===== config.mk =====
export PLATFORM = sky130hd
export DESIGN_NAME = snp_group_comparison_tally
export DESIGN_NICKNAME = d
export VERILOG_FILES = /design/src/design/sgct_pkg.sv /design/src/design/snp_group_comparison_tally.sv /design/src/design/sgct_classify.sv
export VERILOG_INCLUDE_DIRS = /design/src /design/src/design
export SDC_FILE = /design/constraint.sdc
export NUM_CORES = 2
export LEC_CHECK = 0
export ABC_CLOCK_PERIOD_IN_PS = 3770
export BUFFER_PORTS_ARGS = -buffer_cell sky130_fd_sc_hd__buf_2
export CAP_MARGIN = 20
export CORE_MARGIN = 3
export CORE_UTILIZATION = 23
export CTS_CLUSTER_SIZE = 40
export DETAILED_ROUTE_END_ITERATION = 7
export PLACE_DENSITY = 0.44
export SYNTH_ARGS = -nofsm -noshare
export SYNTH_HDL_FRONTEND = slang
export SYNTH_HIERARCHICAL = 1
export SYNTH_SLANG_ARGS = --single-unit

===== constraint.sdc =====
create_clock -name clk -period 3.77 [get_ports clk]
set_input_delay 0.754 -clock clk [delete_from_list [all_inputs] [get_ports clk]]
set_output_delay 0.754 -clock clk [all_outputs]
set_load 0.005 [all_outputs]

===== src/design/snp_group_comparison_tally_defines.svh =====
// ----------------------------------------------------------------------------
// snp group comparison tally assertion macros
// shared concurrent assertion forms, clocked and reset-qualified
// ----------------------------------------------------------------------------
`ifndef SNP_GROUP_COMPARISON_TALLY_DEFINES_SVH
`define SNP_GROUP_COMPARISON_TALLY_DEFINES_SVH

// same-cycle implication
`define SGCT_ASSERT_IMPL(lbl, clk, rst_n, ante, cons, msg) \
	lbl: assert property (@(posedge clk) disable iff (!rst_n) (ante) |-> (cons)) \
		else $error(msg);

// next-cycle implication
`define SGCT_ASSERT_NEXT(lbl, clk, rst_n, ante, cons, msg) \
	lbl: assert property (@(posedge clk) disable iff (!rst_n) (ante) |=> (cons)) \
		else $error(msg);

`endif


===== src/design/sgct_pkg.sv =====
// ----------------------------------------------------------------------------
// sgct_pkg
// types, codes and the iupac ambiguity table for the snp group comparison tally
// ----------------------------------------------------------------------------
package sgct_pkg;

	// default sizes
	localparam int NUM_ACCESSIONS_DEF = 8;
	localparam int COUNTER_BITS_DEF   = 32;

	// fixed field widths
	localparam int MAX_ACC    = 8;
	localparam int BASE_W     = 8;
	localparam int CODE_W     = 3;
	localparam int CODES_W    = CODE_W * MAX_ACC;
	localparam int FLAGS_W    = 6;
	localparam int GLOBAL_NUM = 6;
	localparam int GIDX_W     = 3;
	localparam int IDX_W      = 6;
	localparam int VALUE_W    = 32;
	localparam int CFG_W      = 4;
	localparam int PADDR_W    = 3;
	localparam int PDATA_W    = 32;
	localparam int KINDS      = 4;
	localparam int SET_W      = 5;

	localparam logic [CFG_W-1:0] CFG_RESET = 4'd8;

	// register index (paddr bit 2)
	localparam logic REG_ACC_IN_USE = 1'b0;

	// ascii space means no snp
	localparam logic [BASE_W-1:0] NO_SNP = 8'h20;

	// item opcodes
	localparam logic OP_CLASSIFY = 1'b0;
	localparam logic OP_READ     = 1'b1;

	// per-accession class codes
	localparam logic [CODE_W-1:0] CLS_NONE    = 3'd0;
	localparam logic [CODE_W-1:0] CLS_EXTRA   = 3'd1;
	localparam logic [CODE_W-1:0] CLS_ABSENT  = 3'd2;
	localparam logic [CODE_W-1:0] CLS_SHARED  = 3'd3;
	localparam logic [CODE_W-1:0] CLS_DIFFER  = 3'd4;

	// per-accession counter kinds
	localparam int KIND_EXTRA  = 0;
	localparam int KIND_SHARED = 1;
	localparam int KIND_ABSENT = 2;
	localparam int KIND_DIFFER = 3;

	// global counter / flag bit positions
	localparam int FLG_NOSRC_ALL  = 0;
	localparam int FLG_SHARED_ALL = 1;
	localparam int FLG_ABSENT_ALL = 2;
	localparam int FLG_SHARED_ANY = 3;
	localparam int FLG_EXTRA_ANY  = 4;
	localparam int FLG_SRC_SNP    = 5;

	// base set members: a c g t n
	localparam logic [SET_W-1:0] SET_A = 5'h01;
	localparam logic [SET_W-1:0] SET_C = 5'h02;
	localparam logic [SET_W-1:0] SET_G = 5'h04;
	localparam logic [SET_W-1:0] SET_T = 5'h08;
	localparam logic [SET_W-1:0] SET_N = 5'h10;

	typedef logic [BASE_W-1:0] base_t;
	typedef logic [SET_W-1:0]  base_set_t;

	typedef struct packed {
		logic [CODES_W-1:0] codes;
		logic [FLAGS_W-1:0] flags;
	} pos_result_t;

	// iupac expansion of a source code (N matches only a literal N), empty set for unknown codes
	function automatic base_set_t expand_code(base_t c);
		base_set_t s;
		case (c)
			8'h41:   s = SET_A;                 // A
			8'h43:   s = SET_C;                 // C
			8'h47:   s = SET_G;                 // G
			8'h54:   s = SET_T;                 // T
			8'h52:   s = SET_A | SET_G;         // R
			8'h59:   s = SET_C | SET_T;         // Y
			8'h4D:   s = SET_A | SET_C;         // M
			8'h4B:   s = SET_G | SET_T;         // K
			8'h53:   s = SET_C | SET_G;         // S
			8'h57:   s = SET_A | SET_T;         // W
			8'h48:   s = SET_A | SET_C | SET_T; // H
			8'h42:   s = SET_C | SET_G | SET_T; // B
			8'h44:   s = SET_A | SET_G | SET_T; // D
			8'h56:   s = SET_A | SET_C | SET_G; // V
			8'h4E:   s = SET_N;                 // N
			default: s = '0;
		endcase
		return s;
	endfunction

	// literal base as a single set member
	function automatic base_set_t char_bit(base_t c);
		base_set_t s;
		case (c)
			8'h41:   s = SET_A;
			8'h43:   s = SET_C;
			8'h47:   s = SET_G;
			8'h54:   s = SET_T;
			8'h4E:   s = SET_N;
			default: s = '0;
		endcase
		return s;
	endfunction

endpackage


===== src/design/snp_group_comparison_tally.sv =====
// a result passes through the input register and then the result register, which a stalled output holds
// throughput: one item per cycle while the result register is not held by a low out_ready
// a read item sees every counter update of the items accepted before it
// reset (arst_n low, asynchronous): all counters cleared, accessions_in_use = 8,
// input and output stages empty
// ----------------------------------------------------------------------------
// snp_group_comparison_tally
// per-position snp comparison of a source line against up to eight accessions
// with saturating global and per-accession tallies and counter readback
// ----------------------------------------------------------------------------
`include "snp_group_comparison_tally_defines.svh"

module snp_group_comparison_tally #(
	parameter int NUM_ACCESSIONS = sgct_pkg::NUM_ACCESSIONS_DEF,
	parameter int COUNTER_BITS   = sgct_pkg::COUNTER_BITS_DEF
) (
	input  logic                              clk,
	input  logic                              arst_n,
	// configuration port
	input  logic                              psel,
	input  logic                              penable,
	input  logic                              pwrite,
	input  logic [sgct_pkg::PADDR_W-1:0]      paddr,
	input  logic [sgct_pkg::PDATA_W-1:0]      pwdata,
	output logic [sgct_pkg::PDATA_W-1:0]      prdata,
	output logic                              pready,
	// input channel
	input  logic                              in_valid,
	output logic                              in_ready,
	input  logic                              opcode,
	input  logic [sgct_pkg::IDX_W-1:0]        counter_index,
	input  logic [sgct_pkg::BASE_W-1:0]       source_base,
	input  logic [sgct_pkg::BASE_W-1:0]       acc_base_0,
	input  logic [sgct_pkg::BASE_W-1:0]       acc_base_1,
	input  logic [sgct_pkg::BASE_W-1:0]       acc_base_2,
	input  logic [sgct_pkg::BASE_W-1:0]       acc_base_3,
	input  logic [sgct_pkg::BASE_W-1:0]       acc_base_4,
	input  logic [sgct_pkg::BASE_W-1:0]       acc_base_5,
	input  logic [sgct_pkg::BASE_W-1:0]       acc_base_6,
	input  logic [sgct_pkg::BASE_W-1:0]       acc_base_7,
	// output channel
	output logic                              out_valid,
	input  logic                              out_ready,
	output logic [sgct_pkg::CODES_W-1:0]      class_codes,
	output logic [sgct_pkg::FLAGS_W-1:0]      position_flags,
	output logic [sgct_pkg::VALUE_W-1:0]      counter_value
);

	localparam int ACC_NUM   = sgct_pkg::KINDS * NUM_ACCESSIONS;
	localparam int ACC_IDX_W = $clog2(ACC_NUM);

	logic [sgct_pkg::CFG_W-1:0]                               acc_in_use_q;
	logic                                                     cfg_wr;

	logic [sgct_pkg::MAX_ACC-1:0][sgct_pkg::BASE_W-1:0]       acc_in;
	logic                                                     in_accept;
	logic                                                     out_load;

	logic                                                     valid_s1;
	logic                                                     opcode_s1;
	logic [sgct_pkg::IDX_W-1:0]                               index_s1;
	sgct_pkg::base_t                                          src_s1;
	logic [NUM_ACCESSIONS-1:0][sgct_pkg::BASE_W-1:0]          acc_s1;

	sgct_pkg::pos_result_t                                    cls_res;
	logic [ACC_NUM-1:0]                                       acc_inc;
	logic                                                     update_en;

	logic [COUNTER_BITS-1:0]                                  glob_cnt_q [sgct_pkg::GLOBAL_NUM];
	logic [COUNTER_BITS-1:0]                                  acc_cnt_q  [ACC_NUM];

	logic [sgct_pkg::IDX_W-1:0]                               acc_idx;
	logic [COUNTER_BITS-1:0]                                  rd_cnt;

	logic                                                     out_valid_q;
	logic [sgct_pkg::CODES_W-1:0]                             class_codes_q;
	logic [sgct_pkg::FLAGS_W-1:0]                             position_flags_q;
	logic [sgct_pkg::VALUE_W-1:0]                             counter_value_q;

	// configuration register
	assign pready = 1'b1;
	assign cfg_wr = psel && penable && pwrite && pready
		&& (paddr[2] == sgct_pkg::REG_ACC_IN_USE);

	always_ff @(posedge clk or negedge arst_n) begin
		if (!arst_n) begin
			acc_in_use_q <= sgct_pkg::CFG_RESET;
		end else if (cfg_wr) begin
			acc_in_use_q <= pwdata[sgct_pkg::CFG_W-1:0];
		end
	end

	assign prdata = (paddr[2] == sgct_pkg::REG_ACC_IN_USE)
		? sgct_pkg::PDATA_W'(acc_in_use_q) : '0;

	// handshake: stage 1 advances whenever the result register is free
	assign out_load  = valid_s1 && (!out_valid_q || out_ready);
	assign in_ready  = !valid_s1 || out_load;
	assign in_accept = in_valid && in_ready;

	assign acc_in = {acc_base_7, acc_base_6, acc_base_5, acc_base_4,
		acc_base_3, acc_base_2, acc_base_1, acc_base_0};

	// input register
	always_ff @(posedge clk or negedge arst_n) begin
		if (!arst_n) begin
			valid_s1 <= 1'b0;
		end else if (in_accept) begin
			valid_s1 <= 1'b1;
		end else if (out_load) begin
			valid_s1 <= 1'b0;
		end
	end

	always_ff @(posedge clk) begin
		if (in_accept) begin
			opcode_s1 <= opcode;
			index_s1  <= counter_index;
			src_s1    <= source_base;
			acc_s1    <= acc_in[NUM_ACCESSIONS-1:0];
		end
	end

	// position classification
	sgct_classify #(
		.NUM_ACCESSIONS (NUM_ACCESSIONS)
	) u_classify (
		.acc_in_use (acc_in_use_q),
		.src_base   (src_s1),
		.acc_base   (acc_s1),
		.res        (cls_res),
		.acc_inc    (acc_inc)
	);

	assign update_en = out_load && (opcode_s1 == sgct_pkg::OP_CLASSIFY);

	// saturating global counters
	always_ff @(posedge clk or negedge arst_n) begin
		if (!arst_n) begin
			for (int g = 0; g < sgct_pkg::GLOBAL_NUM; g++) begin
				glob_cnt_q[g] <= '0;
			end
		end else if (update_en) begin
			for (int g = 0; g < sgct_pkg::GLOBAL_NUM; g++) begin
				if (cls_res.flags[g] && (glob_cnt_q[g] != '1)) begin
					glob_cnt_q[g] <= glob_cnt_q[g] + COUNTER_BITS'(1);
				end
			end
		end
	end

	// saturating per-accession counters
	always_ff @(posedge clk or negedge arst_n) begin
		if (!arst_n) begin
			for (int k = 0; k < ACC_NUM; k++) begin
				acc_cnt_q[k] <= '0;
			end
		end else if (update_en) begin
			for (int k = 0; k < ACC_NUM; k++) begin
				if (acc_inc[k] && (acc_cnt_q[k] != '1)) begin
					acc_cnt_q[k] <= acc_cnt_q[k] + COUNTER_BITS'(1);
				end
			end
		end
	end

	// counter readback select, out-of-range reads return zero
	assign acc_idx = index_s1 - sgct_pkg::IDX_W'(sgct_pkg::GLOBAL_NUM);

	always_comb begin
		rd_cnt = '0;
		if (index_s1 < sgct_pkg::IDX_W'(sgct_pkg::GLOBAL_NUM)) begin
			rd_cnt = glob_cnt_q[index_s1[sgct_pkg::GIDX_W-1:0]];
		end else if (acc_idx < sgct_pkg::IDX_W'(ACC_NUM)) begin
			rd_cnt = acc_cnt_q[acc_idx[ACC_IDX_W-1:0]];
		end
	end

	// result register
	always_ff @(posedge clk or negedge arst_n) begin
		if (!arst_n) begin
			out_valid_q <= 1'b0;
		end else if (out_load) begin
			out_valid_q <= 1'b1;
		end else if (out_ready) begin
			out_valid_q <= 1'b0;
		end
	end

	always_ff @(posedge clk) begin
		if (out_load) begin
			if (opcode_s1 == sgct_pkg::OP_READ) begin
				class_codes_q    <= '0;
				position_flags_q <= '0;
				counter_value_q  <= sgct_pkg::VALUE_W'(rd_cnt);
			end else begin
				class_codes_q    <= cls_res.codes;
				position_flags_q <= cls_res.flags;
				counter_value_q  <= '0;
			end
		end
	end

	assign out_valid      = out_valid_q;
	assign class_codes    = class_codes_q;
	assign position_flags = position_flags_q;
	assign counter_value  = counter_value_q;

	// checks
	`SGCT_ASSERT_IMPL(a_read_result_clean, clk, arst_n, out_valid_q && (counter_value_q != '0), (class_codes_q == '0) && (position_flags_q == '0), "read result carries class data")
	`SGCT_ASSERT_IMPL(a_flags_exclusive, clk, arst_n, out_valid_q && position_flags_q[sgct_pkg::FLG_SRC_SNP], !position_flags_q[sgct_pkg::FLG_NOSRC_ALL] && !position_flags_q[sgct_pkg::FLG_EXTRA_ANY], "source snp flags clash")
	`SGCT_ASSERT_NEXT(a_count_monotonic, clk, arst_n, 1'b1, glob_cnt_q[sgct_pkg::FLG_SRC_SNP] >= $past(glob_cnt_q[sgct_pkg::FLG_SRC_SNP]), "global counter decreased")
	`SGCT_ASSERT_NEXT(a_read_no_update, clk, arst_n, out_load && (opcode_s1 == sgct_pkg::OP_READ), $stable(glob_cnt_q[sgct_pkg::FLG_SRC_SNP]), "read item changed a counter")

endmodule


===== src/design/sgct_classify.sv =====
// ----------------------------------------------------------------------------
// sgct_classify
// classifies each active accession against the source base and derives the
// global flags and per-accession counter increments for one position
// ----------------------------------------------------------------------------
module sgct_classify #(
	parameter int NUM_ACCESSIONS = sgct_pkg::NUM_ACCESSIONS_DEF
) (
	input  logic [sgct_pkg::CFG_W-1:0]                         acc_in_use,
	input  sgct_pkg::base_t                                    src_base,
	input  logic [NUM_ACCESSIONS-1:0][sgct_pkg::BASE_W-1:0]    acc_base,
	output sgct_pkg::pos_result_t                              res,
	output logic [sgct_pkg::KINDS*NUM_ACCESSIONS-1:0]          acc_inc
);

	logic [sgct_pkg::CFG_W-1:0]   n_eff;
	logic                         src_snp;
	sgct_pkg::base_set_t          src_set;
	logic [NUM_ACCESSIONS-1:0]    active;
	logic [NUM_ACCESSIONS-1:0]    has_snp;
	logic [NUM_ACCESSIONS-1:0]    hit;
	logic [NUM_ACCESSIONS-1:0]    shared;

	// per-accession decode
	always_comb begin
		n_eff = (acc_in_use > sgct_pkg::CFG_W'(NUM_ACCESSIONS))
			? sgct_pkg::CFG_W'(NUM_ACCESSIONS) : acc_in_use;
		src_snp = (src_base != sgct_pkg::NO_SNP);
		src_set = sgct_pkg::expand_code(src_base);
		for (int i = 0; i < NUM_ACCESSIONS; i++) begin
			active[i]  = (sgct_pkg::CFG_W'(i) < n_eff);
			has_snp[i] = (acc_base[i] != sgct_pkg::NO_SNP);
			hit[i]     = |(sgct_pkg::char_bit(acc_base[i]) & src_set);
			shared[i]  = has_snp[i] && hit[i];
		end
	end

	// class codes, counter increments and global flags
	always_comb begin
		res.codes = '0;
		acc_inc   = '0;
		for (int i = 0; i < NUM_ACCESSIONS; i++) begin
			if (active[i]) begin
				if (!src_snp) begin
					if (has_snp[i]) begin
						res.codes[sgct_pkg::CODE_W*i +: sgct_pkg::CODE_W] = sgct_pkg::CLS_EXTRA;
						acc_inc[sgct_pkg::KINDS*i + sgct_pkg::KIND_EXTRA] = 1'b1;
					end
				end else if (!has_snp[i]) begin
					res.codes[sgct_pkg::CODE_W*i +: sgct_pkg::CODE_W] = sgct_pkg::CLS_ABSENT;
					acc_inc[sgct_pkg::KINDS*i + sgct_pkg::KIND_ABSENT] = 1'b1;
				end else if (hit[i]) begin
					res.codes[sgct_pkg::CODE_W*i +: sgct_pkg::CODE_W] = sgct_pkg::CLS_SHARED;
					acc_inc[sgct_pkg::KINDS*i + sgct_pkg::KIND_SHARED] = 1'b1;
				end else begin
					res.codes[sgct_pkg::CODE_W*i +: sgct_pkg::CODE_W] = sgct_pkg::CLS_DIFFER;
					acc_inc[sgct_pkg::KINDS*i + sgct_pkg::KIND_DIFFER] = 1'b1;
				end
			end
		end

		// "every accession" holds vacuously with none active
		res.flags = '0;
		res.flags[sgct_pkg::FLG_NOSRC_ALL]  = !src_snp && (&(has_snp | ~active));
		res.flags[sgct_pkg::FLG_EXTRA_ANY]  = !src_snp && (|(has_snp & active));
		res.flags[sgct_pkg::FLG_ABSENT_ALL] = src_snp && (&(~has_snp | ~active));
		res.flags[sgct_pkg::FLG_SHARED_ALL] = src_snp && (&(shared | ~active));
		res.flags[sgct_pkg::FLG_SHARED_ANY] = src_snp && (|(shared & active));
		res.flags[sgct_pkg::FLG_SRC_SNP]    = src_snp;
	end

endmodule

==> metrics.md <==
| Metric | Value |
|---|---|
| Status | `finished, violations left` |
| Failing checks | `setup timing` |
| Slew at the pin closest to its max-slew limit | `between 1 and 1.5 ns` |
| CTS tree | `yes` |
| Die Y | `~570 um` |
| Hold Fails Final Rpt | `0` |
| Vias per cell | `between 4 and 5` |
| Global-route wire length before repair | `around 370,000 um` |
| R2r endpoint | `glob_cnt_q[79]` |
| RR Startpoint | `src_s1[0]` |
| Initial Util | `23.2%` |
| Core Region | `0.313 mm^2` |
| Global route total overflow | `0` |
| Die X | `568 um` |
| Final nets | `~7,400` |
| Fin. max-slew vios | `0` |
| Count leader, synth | `dfrtp_1` |
| Post-Layout Inst Area | `between 0.08 and 0.09 mm^2` |
| Final ANT Viol Nets | `0` |
| Min Hold Slack | `approximately 0.089 ns` |
| Setup crit end kind | `flop` |
| Post-synth top area cell | `dfrtp_1` |
| DR iter-0 viols | `4,314` |
| Ports | `between 200 and 250` |
| Crit Path Class | `flop to flop` |
| Reg2Reg Setup Slack | `-0.11 ns` |
| Root Driver | `clkbuf_16` |
| Synth cell types | `100` |
| HP Class | `input port to flop` |
| Layout cells sized above 1 | `between 15 and 20%` |
| Area after DPL | `roughly 0.081 mm^2` |
| GPL Wtd Cong | `about 0.9` |
| H-tree depth | `4` |
| Predominant post-synthesis flop cell | `dfrtp_1` |
| Critical path depth | `16` |
| Cell family with most CP delay | `simple AND/OR/NAND/NOR gates` |
| P_leak | `roughly 37 nW` |
| CP endpoint | `glob_cnt_q[79]` |
| Top cells by area, synth | `dfrtp_1 42%, xnor2_1 10%, edfxtp_1 5.8%, mux4_2 5.0%, mux2i_1 4.0%` |
| DR vias | `approximately 55,000` |
| WL/cell | `21.4 um` |
| Setup Skew | `about 0.077 ns` |
| Post-synth EDFFs | `around 140` |
| CP max FO | `5` |
| Global Route Usage Sum | `between 10 and 15%` |
| R2R depth | `16` |
| Top cell type's share of synthesized area | `between 40% and 50%` |
| Crit-path max cell delay | `0.53 ns` |
| Initial antenna violation count | `12` |
| Num CTS Buffers | `around 180` |
| Post-synth top cells | `1,221 x dfrtp_1, 824 x xnor2_1, 564 x nand2_1` |
| CP startpoint kind | `flop` |
| Via count of the first global-routing pass | `~55,000` |
| Clock Path Buffers | `4` |
| Number of synthesis warnings | `6` |
| Slowest library cell on the worst path | `or4b_4` |
| Row count | `~200` |
| Post-Route Setup TNS | `-0.839 ns` |
| CTS sink cnt | `around 1,400` |
| Fin util | `between 20% and 30%` |
| Min cycle time layout | `3.88 ns` |
| DIE AREA | `around 0.32 mm^2` |
| RSZ-0062 raised after global routing | `true` |
| CTS clk-pin slew, worst paths | `roughly 0.060 ns` |
| Slew HR | `between 30 and 40%` |
| PwrDens | `slightly above 400 mW/mm^2` |
| Filler cells | `~33,000` |
| Worst-Skew Late Latency | `just under 0.9 ns` |
| HPWL after DPL | `about 190,000 um` |
| Max Cap Violations | `0` |
| IO buf count | `roughly 160` |
| Crit path buf inv count | `5` |
| Maximum vdd drop | `just over 0.3 mV` |
| Register area share after synthesis | `a little under half` |
| Largest net degree at the start of global routing | `123` |
| Crit path DAT | `approximately 4.6 ns` |
| Endpoints failing setup | `15` |
| Worst Setup SP | `src_s1[0]` |
| Worst EP required | `between 4 and 5 ns` |
| Yosys reg bits | `1,363` |
| Synth async-reset ratio | `89.7%` |
| Mapped Cells | `6,690` |
| CP Cell Sequence | `buf_6 -> buf_4 -> or4b_4 -> a211oi_1 -> a211oi_1 -> a21oi_1 -> a211oi_1 -> nand4_1 -> nand3_2 -> buf_12 -> or4_4 -> buf_6 -> a31oi_4 -> buf_6 -> nand4_1 -> xnor2_1` |
| WL final | `247,000 um` |
| Tot Pwr | `35.3 mW` |
| Mean Syn Cell Area | `10.8 um^2` |
| Synthesized area | `between 0.07 and 0.08 mm^2` |
| Fmax | `258 MHz` |
| DRC viols | `0` |
| P&R area growth vs syn | `20.8%` |
| Fin worst setup slack | `-0.112 ns` |
| Period utilisation layout | `103%` |
| DRT Pass-1 Iters | `5` |
-- final cells by class --
class,instances,area [um^2],share of cell area [%]
Sequential cell,1363,34800,39.7
Clock buffer,253,5130,5.85
Multi-Input combinational cell,4983,36800,42.0
Inverter,131,492,0.561
Tap cell,4140,5180,5.91
Timing Repair Buffer,599,4670,5.33
Antenna cell,6,15.0,0.0171
Clock inverter,55,531,0.605
-- cells by family (layout without fill, tap and decap cells) --
| group | count (synthesis) | count (layout) | synth area share [%] |
|---|---|---|---|
| AO/OA/AOI/OAI | 413 | 413 | 4.42 |
| flip-flops | 1363 | 1363 | 48.0 |
| adder cells (fa/ha/maj) | 40 | 40 | 0.687 |
| other | 2 | 35 | 0.0104 |
| buffers and inverters | 371 | 1038 | 2.28 |
| XOR/XNOR | 1156 | 1156 | 14.0 |
| multiplexers | 493 | 493 | 9.64 |
| AND/OR/NAND/NOR | 2852 | 2852 | 21.0 |
-- cell usage in the layout, fill, tap and decap left out, types with 179 or more instances in the layout --
cell	n
dfrtp_1	1221
xnor2_1	822
nand2_1	561
nand3_1	525
nand4_1	421
nor2_1	397
buf_4	381
xor2_1	331
mux2i_1	291
and3_1	197
clkbuf_16	179
-- where the power goes --
group	internal, mW	switching (mW)
clock	9.95	6.77
combinational	1.09	1.81
sequential	15.2	0.442
total	26.3	9.02
-- how the worst min path moves through the flow --
stage	startpoint	end	slack, ns	cells past startpoint
4_1_cts	counter_index[5]	index_s1[5]	0.01	1
6_report	counter_index[5]	index_s1[5]	0.09	1
5_1_grt	counter_index[5]	index_s1[5]	0.04	1
3_3_place_gp	acc_cnt_q[367]	acc_cnt_q[367]	0.47	1
3_5_place_dp	glob_cnt_q[133]	glob_cnt_q[133]	0.48	1
2_1_floorplan	acc_cnt_q[981]	acc_cnt_q[981]	0.45	1
-- repair_timing --
action / in CTS / in global routing
setup buffers: 16 / 8
pin swaps: 25 / 43
hold buffers: 1 / 0
cloned: 0 / 0
endpoints found under the hold margin: 34 / 0
endpoints found under the setup margin: 107 / 194
gates resized for setup: 46 / 88
-- metal layers --
metal	track usage, %	wire length, um
met1	20.1	110000
met3	2.17	11200
met4	5.17	9040
met2	24.5	116000
met5	0	0
-- per-stage QoR --
stage,worst slack (ns),instances
floorplan,0.207,6717
global placement,-0.335,11200
detailed placement,-0.314,11200
CTS,-0.113,11500
global route,-0.241,11500
finish,-0.112,11500
-- flip-flops by register name, indices dropped and copies added (netlist names), 4 cells and up --
name,flops
acc_s1,64
acc_in_use_q,4
src_s1,8
glob_cnt_q,192
counter_value,32
position_flags,6
class_codes,24
acc_cnt_q,1024
index_s1,6
Power figures use the tool's default switching activity.
